$ cat src/design/text_console_writer_defines.svh
// Assertion macros for the text console writer.
// Used by files that carry concurrent checks; expects clk_i and rst_ni in scope.
`ifndef TEXT_CONSOLE_WRITER_DEFINES_SVH
`define TEXT_CONSOLE_WRITER_DEFINES_SVH
`ifndef SYNTHESIS
`define TCW_ASSERT(lbl, prop, msg) \
  lbl: assert property (@(posedge clk_i) disable iff (!rst_ni) (prop)) else $error(msg);
`define TCW_ASSERT_IMPL(lbl, ante, cons, msg) \
  lbl: assert property (@(posedge clk_i) disable iff (!rst_ni) (ante) |-> (cons)) \
    else $error(msg);
`else
`define TCW_ASSERT(lbl, prop, msg)
`define TCW_ASSERT_IMPL(lbl, ante, cons, msg)
`endif
`endif

$ cat src/design/tcw_pkg.sv
// Shared types and constants of the text console writer.
// No dependencies; imported by every module of the block.
package tcw_pkg;

  localparam logic [7:0] NEWLINE_CODE = 8'h0a;
  localparam logic       ACT_PUT      = 1'b0;
  localparam logic       ACT_READ     = 1'b1;
  localparam int         QUEUE_DEPTH  = 2;

  typedef enum logic [1:0] {
    CMD_PUT,
    CMD_NEWLINE,
    CMD_READ
  } cmd_e;

  typedef struct packed {
    cmd_e        kind;
    logic [7:0]  ch;
    logic [10:0] idx;
    logic        in_range;
  } cmd_t;

  typedef struct packed {
    logic [6:0]  col;
    logic [4:0]  row;
    logic [10:0] lin;
    logic        scrolled;
    logic [7:0]  ch;
    logic [7:0]  attr;
  } res_t;

endpackage

$ cat src/design/tcw_queue.sv
// Short command queue between the front and back ends.
// Depends on tcw_pkg for the command type and depth.
module tcw_queue (
  input  logic          clk_i,
  input  logic          rst_ni,
  input  logic          push_i,
  input  tcw_pkg::cmd_t data_i,
  output logic          full_o,
  output logic          valid_o,
  input  logic          pop_i,
  output tcw_pkg::cmd_t data_o
);
  import tcw_pkg::*;

  localparam int PW = (QUEUE_DEPTH > 1) ? $clog2(QUEUE_DEPTH) : 1;
  localparam int NW = $clog2(QUEUE_DEPTH + 1);

  cmd_t          entry_q [QUEUE_DEPTH];
  logic [PW-1:0] wr_ptr_q, wr_ptr_d;
  logic [PW-1:0] rd_ptr_q, rd_ptr_d;
  logic [NW-1:0] count_q, count_d;

  assign full_o  = (count_q == NW'(QUEUE_DEPTH));
  assign valid_o = (count_q != '0);
  assign data_o  = entry_q[rd_ptr_q];

  always_comb begin
    wr_ptr_d = wr_ptr_q;
    rd_ptr_d = rd_ptr_q;
    count_d  = count_q;
    if (push_i) begin
      wr_ptr_d = (wr_ptr_q == PW'(QUEUE_DEPTH - 1)) ? '0 : wr_ptr_q + 1'b1;
    end
    if (pop_i) begin
      rd_ptr_d = (rd_ptr_q == PW'(QUEUE_DEPTH - 1)) ? '0 : rd_ptr_q + 1'b1;
    end
    if (push_i && !pop_i) begin
      count_d = count_q + 1'b1;
    end else if (pop_i && !push_i) begin
      count_d = count_q - 1'b1;
    end
  end

  always_ff @(posedge clk_i or negedge rst_ni) begin
    if (!rst_ni) begin
      wr_ptr_q <= '0;
      rd_ptr_q <= '0;
      count_q  <= '0;
    end else begin
      wr_ptr_q <= wr_ptr_d;
      rd_ptr_q <= rd_ptr_d;
      count_q  <= count_d;
    end
  end

  always_ff @(posedge clk_i) begin
    if (push_i) begin
      entry_q[wr_ptr_q] <= data_i;
    end
  end

endmodule

$ cat config.mk
export PLATFORM = sky130hd
export DESIGN_NAME = tcw_queue
export DESIGN_NICKNAME = d
export VERILOG_FILES = /design/src/design/text_console_writer_defines.svh /design/src/design/tcw_pkg.sv /design/src/design/tcw_queue.sv
export SDC_FILE = /design/constraint.sdc
export NUM_CORES = 1
export LEC_CHECK = 0
export BUFFER_PORTS_ARGS = -buffer_cell sky130_fd_sc_hd__buf_2
export CORE_MARGIN = 2
export CORE_UTILIZATION = 54
export CTS_CLUSTER_SIZE = 20
export DETAILED_ROUTE_END_ITERATION = 10
export PLACE_DENSITY = 0.82
export SLEW_MARGIN = 40
export SYNTH_ARGS = -nofsm -noshare
export SYNTH_HDL_FRONTEND = slang
export SYNTH_SLANG_ARGS = --single-unit
export TNS_END_PERCENT = 30
$ cat constraint.sdc
create_clock -name clk_i -period 5.45 [get_ports clk_i]
set_input_delay 0 -clock clk_i [delete_from_list [all_inputs] [get_ports clk_i]]
set_output_delay 0 -clock clk_i [all_outputs]
set_load 0.005 [all_outputs]
== Word-level counts from Yosys, hierarchy flattened ==
Memories as Yosys holds them, arrays and structs flattened.
Cells that the tools add are included.

* Memories: 1
* Bits in writable memories: 44
* Register bits after elaboration: 4
* Output and inout port bits: 24
* Word-level logic and storage cells: 21
* Bits of input ports: 26

* Add/subtract/negate cells: 4
* Muxes and demuxes: 6
* Reductions and logical operators: 6
* Equal/unequal tests: 1

{| class="wikitable"
|+ Memory list
! name !! words !! width !! read ports !! clocked after memory_dff !! wr ports !! line !! text
|-
| entry_q || 2 || 22 || 1 || 0 || 1 || tcw_queue.sv:18 || <nowiki>cmd_t entry_q [QUEUE_DEPTH];</nowiki>
|}

{| class="wikitable"
|+ Operator list
! operator !! count
|-
| two-way mux 1 bit || 4
|-
| two-way mux 2 bit || 2
|-
| nonzero test 2 bit || 2
|-
| adder 1 bit, second input constant || 2
|-
| adder 2 x 1 -> 2 bit, second input constant || 1
|-
| == test 2 bit, second input constant || 1
|-
| logical AND 1 bit || 2
|-
| zero test 1 bit || 2
|-
| subtractor 2 x 1 -> 2 bit, second input constant || 1
|}

== Depth between registers and ports, before layout ==
Gate-level depths: netlist (run 1).

* Word-level depth: 4
* Gate-level depth with buffers: 5
* Depth with buffers taken out: 5

== Worst setup path before layout (run 1) ==
No wires, ideal clock.

* Path type: register to register
* From: register wr_ptr_q
* To: memory entry_q[0][0] (netlist bit), enable pin
* Path slack: 3.644 ns
* Arrival time: 1.403 ns
* Stages on the path, launching flop included: 2
* Buffers on the path: 0
* Data required time: 5.047 ns
* Library setup time: 0.403 ns
* Period minus slack after synthesis: 1.806 ns
* Path through: dfrtp_1 > nor2b_1

{| class="wikitable"
|+ RTL lines
! item !! line !! text
|-
| from (decl) || tcw_queue.sv:19 || <nowiki>logic [PW-1:0] wr_ptr_q, wr_ptr_d;</nowiki>
|-
| from (signal assigned) || tcw_queue.sv:50 || <nowiki>wr_ptr_q <= wr_ptr_d;</nowiki>
|-
| to (decl) || tcw_queue.sv:18 ||
|}

Straight into the memory's write port.

==> results of run 1 <==
[metal layers]
| metal | vias to the layer above | global-route usage (%) |
|---|---|---|
| li1 | 481 | - |
| met1 | 474 | 16.3 |
| met2 | 38 | 29.9 |
| met3 | 0 | 7.35 |
| met4 | 0 | 3.65 |
| met5 | - | 0 |
[report_power, final]
part           switching (uW)  internal [uW]  leakage (uW)
clock                    95.2           93.8     0.0000403
sequential               57.9            492      0.000459
combinational             103            158      0.000438
total                     256            744      0.000937
[critical path, delay by kind of cell (launching register included)]
family   cells  cell delay [ns]
mux          1             0.41
flops        1             0.72
buf+inv      1             0.13
[placed cells by master, fill, tap and decap left out]
cell           instances
dlygate4sd3_1         26
dfrtp_2                1
bufinv_16              1
mux2_2                22
buf_2                 49
and2_2                 1
nor2_1                 1
ha_1                   1
edfxtp_1              44
nor2b_1                1
xor2_1                 4
inv_1                  1
xnor2_1                1
or2_2                  1
clkinv_1               2
nor2b_4                1
clkbuf_4               5
dfrtp_1                3
[cells by family (layout without fill, tap and decap cells)]
| kind of cell | Yosys count | count (layout) | share of synthesized area [%] |
|---|---|---|---|
| xor+xnor | 5 | 5 | 2.46 |
| fa+ha+maj | 1 | 1 | 0.703 |
| buf+inv | 3 | 84 | 1.48 |
| flops | 48 | 48 | 79.8 |
| mux | 22 | 22 | 13.9 |
| simple gates | 5 | 5 | 1.62 |
[final cells by class]
class                      count  share of cell area, %
clock inverter                 3                   1.56
timing repair buffer          75                   21.0
tap                           44                   2.29
inverter                       1                  0.156
multi-input combinational     33                   14.2
clock buffer                   5                   1.56
sequential                    48                   59.2
[state kept, by name (all words and copies together) (netlist names)]
name	flops
rd_ptr_q	1
count_q	2
wr_ptr_q	1
entry_q	44
[worst paths after layout]
kind	start	end	slack, ns
worst min register to register	count_q[1]	count_q[1]	0.49
worst max-delay path	rd_ptr_q	data_o[16]	3.86
min in group asynchronous	rst_ni	wr_ptr_q	0.53
worst max register to register	wr_ptr_q	entry_q[0][18]	4.13
max in group asynchronous	rst_ni	rd_ptr_q	4.74
worst min-delay path	data_i[11]	entry_q[1][11]	0.38
[through the flow]
stage / hold slack, ns / power [uW]
3_3_place_gp: -0.192 / 799
6_report: 0.379 / 1000
2_1_floorplan: -0.296 / 708
4_1_cts: 0.352 / 1010
5_1_grt: 0.358 / 1060
3_5_place_dp: -0.191 / 810
==> reports/metrics.yaml, run 1 <==
route:
  met3WireLength_um: 151
  firstDrtPassIters: 4
  highest_layer: "met3"
  drt-met1-wl_um: 1120
  vias: 993
  ant_nets: 0
  drt_iter0_drc: 13
  totalWireLength_um: 2780
  vias_per_cell: 4.75
  drcViolationCount: 0
  met2_length_um: 1510
  wl_per_cell_um: 13.3
hold_path:
  holdPathStages: 2
  min_path_type: "input port to flop"
run:
  maxCapViolCount: 0
floorplanning:
  die_w_um: 61.4
  dieArea_um2: 3770
  dieHeight_um: 61.4
  fp-row-count: 20
  core_area_um2: 3100
  initial_core_util_pct: 57.4
  ios: 50
worst_setup_path:
  critical_path_class: "flop to primary output"
  cp-start-kind: "flop"
  cp_cell_sequence: "mux2_2, buf_2"
  r2r_cells: 1
  worst_setup_path_end_kind: "primary output"
  cp_slowest_stage_delay_ns: 0.72
  critPathSlowestCell: "dfrtp_2"
  crit_fanout: 23
  critPathRequiredTime_ns: 5.45
  cp.arrival_ns: 1.59
sta:
  setup_viol: 0
  worst_slack_ns: 3.86
  fin_crit_ns: 1.59
  max_clock_freq_ghz: 0.629
  hold_violations: 0
  timing.final.crit_share_pct: 29.2
  relSlewSlack_pct: 59.1
  rsz0062_at_grt: "false"
  tightest_slew_ns: 0.612
  finalMaxSlewViolations: 0
  setup-tns-final_ns: 0
  fin_skew_ns: 0.00785
yosys:
  synth_cell_types: 12
  avgSynthCellArea_um2: 21.2
  syn_inst: 84
  synth-main-ff-cell: "edfxtp_1"
  synth.area.top_cells: "edfxtp_1, mux2_2, dfrtp_1, xor2_1, buf_6"
  yosysTopAreaCellShare_pct: 74.2
  synth_warnings: 0
  ys_seq_area_share_pct: 79.8
  syn_area_um2: 1780
  yosysMostFrequentCell: "edfxtp_1"
  synth_edf_count: 44
  synthArstFlopShare_pct: 8.33
  yosys.area.top_type: "edfxtp_1"
  yosys-top-cells-count: "edfxtp_1, mux2_2, dfrtp_1, xor2_1"
  ys_ff_latch: 48
  synth.net_count: 111
power:
  power_density_nw_per_um2: 416
  max-vdd-ir-drop_uv: 324
  power_leakage_uw: 0.000937
finish:
  drive_gt1_share_pct: 49.1
  fill_cells: 195
  num-nets-final: 191
  final_core_util_pct: 77.5
  final_cell_count_no_fill: 209
  seqCellArea_um2: 1420
  finish.instance_area_um2: 2400
  syn2layout_area_growth_pct: 35.0
  multi_input_area_um2: 342
  antennaDiodeCount: 0
clock_network:
  ctsRootBufferMaster: "clkbuf_4"
  cts_tree: "done"
  clock_latency_ns: 0.34
  post-cts-setup-buffers: 0
  clk_pin_slew_worst_paths_ns: 0.12
  numCtsBuffers: 5
  cts_hold_buf: 26
  cts_repair_resize_count: 0
  cts.htree.levels: 2
  cts.sinks: 48
  ctsLongestPathBuffers: 2
grt:
  grt_first_pass_wirelength_um: 4160
  grt_pass1_vias: 1083
  track_usage_pct: 16.0
  grt_overflow: 0
  antenna_found_initial: 0
  grt_max_degree: 24
placement:
  dp_hpwl_um: 1690
  io_buffers: 49
  dp_slack_ns: 4.11
  globalplace.congestion: 0.628
  dpl_cell_area_um2: 2070
  placed_cells: 175
run_status:
  status: "complete, no violations"
Power figures use the tool's default switching activity.
==> inputs of run 2 (changes only) <==
--- a/config.mk
+++ b/config.mk
@@ -5,12 +5,13 @@
 export SDC_FILE = /design/constraint.sdc
 export NUM_CORES = 1
 export LEC_CHECK = 0
+export ABC_AREA = 1
 export BUFFER_PORTS_ARGS = -buffer_cell sky130_fd_sc_hd__buf_2
 export CORE_MARGIN = 2
-export CORE_UTILIZATION = 54
+export CORE_UTILIZATION = 50
 export CTS_CLUSTER_SIZE = 20
 export DETAILED_ROUTE_END_ITERATION = 10
-export PLACE_DENSITY = 0.82
+export PLACE_DENSITY = 0.77
 export SLEW_MARGIN = 40
 export SYNTH_ARGS = -nofsm -noshare
 export SYNTH_HDL_FRONTEND = slang
==> constraint.sdc (replaced) <==
create_clock -name clk_i -period 1.5 [get_ports clk_i]
set_input_delay 0 -clock clk_i [delete_from_list [all_inputs] [get_ports clk_i]]
set_output_delay 0 -clock clk_i [all_outputs]
set_load 0.005 [all_outputs]
==> reports/metrics.yaml, run 2 <==
run_status:
  status: "complete, no violations"
finish:
  largest_register_ffs: 44
  final_common_cell: "buf_2"
  layout_common_cells: "buf_2, edfxtp_1, dlygate4sd3_1"
  num-nets-final: 209
  drive_gt1_share_pct: 49.2
  regMostFlops: "entry_q"
  antennaDiodeCount: 0
  syn2layout_area_growth_pct: 40.4
  reg_top3: "entry_q: 44 flops, count_q: 2 flops"
placement:
  io_buffers: 49
  globalplace.congestion: 0.633
  dp_hpwl_um: 2110
yosys:
  synth_edf_count: 44
  ys_seq_area_share_pct: 79.1
  synth.area.top_cells: "edfxtp_1, mux2_2, dfrtp_1, inv_1, buf_6"
  synth-main-ff-cell: "edfxtp_1"
  syn_area_um2: 1800
  yosys.area.top_type: "edfxtp_1"
  synth.net_count: 120
  synthArstFlopShare_pct: 8.33
  ys_ff_latch: 48
  yosysTopAreaCellShare_pct: 73.5
  synth_cell_types: 12
  syn_inst: 93
  avgSynthCellArea_um2: 19.3
  synth_warnings: 0
  yosys-top-cells-count: "edfxtp_1, mux2_2, inv_1, nand2_1, dfrtp_1"
  yosysMostFrequentCell: "edfxtp_1"
sta:
  finalMaxSlewViolations: 0
  timing.final.crit_share_pct: 95.3
  hold_violations: 0
  relSlewSlack_pct: 80.6
  max_clock_freq_ghz: 0.700
  setup_viol: 0
  rsz0062_at_grt: "false"
  fin_crit_ns: 1.43
  fin_skew_ns: 0.00399
  tightest_slew_ns: 0.290
  setup-tns-final_ns: 0
floorplanning:
  die_w_um: 64.0
  core_area_um2: 3390
  dieArea_um2: 4090
  initial_core_util_pct: 53.0
  ios: 50
  dieHeight_um: 64.0
  fp-row-count: 21
grt:
  track_usage_pct: 17.8
  grt_max_degree: 17
  grt_first_pass_wirelength_um: 5310
  antenna_found_initial: 0
  grt_pass1_vias: 1149
  grt_overflow: 0
worst_setup_path:
  r2r_start: "wr_ptr_q"
  crit_fanout: 10
  cp-start-kind: "flop"
  critical_path_class: "flop to primary output"
  worst_setup_path_end_kind: "primary output"
  critPathRequiredTime_ns: 1.50
  cp-startpoint: "rd_ptr_q"
  cp.arrival_ns: 1.43
power:
  p_sw_uw: 1070
  seqPwrFrac_pct: 46.6
  power_uw: 4070
  p_clk_share_pct: 22.8
  p_sw_share_pct: 26.2
  power_leakage_uw: 0.00103
  power_density_nw_per_um2: 1610
  p_comb_share_pct: 30.6
  max-vdd-ir-drop_uv: 872
  internal_power_uw: 3000
clock_network:
  cts.htree.levels: 2
  cts_tree: "done"
  ctsRootBufferMaster: "clkbuf_4"
  clock_latency_ns: 0.35
  numCtsBuffers: 5
  clk_pin_slew_worst_paths_ns: 0.13
  cts.sinks: 48
  ctsLongestPathBuffers: 2
route:
  drcViolationCount: 0
  drt_iter0_drc: 34
  vias: 1079
  ant_nets: 0
  wl_per_cell_um: 14.3
  totalWireLength_um: 3270
  vias_per_cell: 4.71
  firstDrtPassIters: 4
run:
  maxCapViolCount: 0
hold_path:
  min_path_type: "input port to flop"
  holdCritStartpoint: "data_i[11]"
[run 2: cell types whose count changed in the layout (fill, tap and decap cells not counted), sizes merged, moves of 2 or more]
| cell | before | now |
|---|---|---|
| clkinv | 2 | 0 |
| nor2b | 2 | 0 |
| buf | 49 | 58 |
| nand2 | 0 | 6 |
| xor2 | 4 | 2 |
| inv | 1 | 8 |
[run 2: timing repair]
action                                 in CTS  in global routing
pin swaps                                   0                  0
endpoints found under the hold margin      50                  0
setup buffers                               2                  0
setup endpoints to repair                  17                  9
hold buffers                               26                  0
resized for setup                           1                  2
[run 2: kinds of logic after synthesis]
group	synth area share, %
adder cells (fa/ha/maj)	0.696
multiplexers	13.8
AND/OR/NAND/NOR	2.30
flip-flops	79.1
XOR/XNOR	1.46
buffers and inverters	2.71
[run 2: path summary, 6_finish.rpt]
kind | endpoint | slack (ns) | depth (start not counted)
setup / recovery | data_o[18] | 0.07 | 3
hold / removal | entry_q[0][11] | 0.36 | 2
setup reg to reg | entry_q[1][1] | 0.27 | 3
hold reg to reg | count_q[1] | 0.51 | 2
max in group asynchronous | rd_ptr_q | 0.76 | 3
min in group asynchronous | rd_ptr_q | 0.55 | 3
[run 2: power groups by stage]
stage / clock [uW] / sequential (uW) / combinational (uW)
CTS: 941 / 1890 / 1230
floorplan: 0 / 1900 / 680
detailed placement: 0 / 1940 / 1120
global placement: 0 / 1910 / 1090
finish: 926 / 1900 / 1250
global route: 988 / 1930 / 1380
[run 2: metal layers]
metal	global-route usage, %	up-vias	wire, um
met3	5.81	2	226
met1	20.3	513	1350
met5	0	-	0
met4	5.71	0	20
li1	-	521	-
met2	31.5	43	1680
[run 2: per-stage QoR]
step                utilization [%]  cells  hold WS [ns]  worst slack, ns  cell area (um^2)
floorplan                         -     93        -0.296           0.0999              1800
global placement               62.9    193        -0.186            0.313              2130
detailed placement             62.9    193        -0.177            0.276              2130
CTS                            74.2    229         0.340           0.0324              2520
global route                   74.5    229         0.337          0.00526              2520
finish                         74.5    229         0.363           0.0711              2520
[run 2: cell type report]
| class | count | area [um^2] |
|---|---|---|
| Clock buffer | 5 | 37.5 |
| Clock inverter | 3 | 68.8 |
| Fill cell | 226 | 866 |
| Inverter | 7 | 26.3 |
| Multi-Input combinational cell | 36 | 330 |
| Sequential cell | 48 | 1420 |
| Tap cell | 46 | 57.6 |
| Timing Repair Buffer | 84 | 581 |
[run 2: worst max-delay path: stages, from the launching register on]
cell and delay [ns]:
dfrtp_2 0.43, buf_6 0.17, mux2_2 0.35, buf_2 0.13
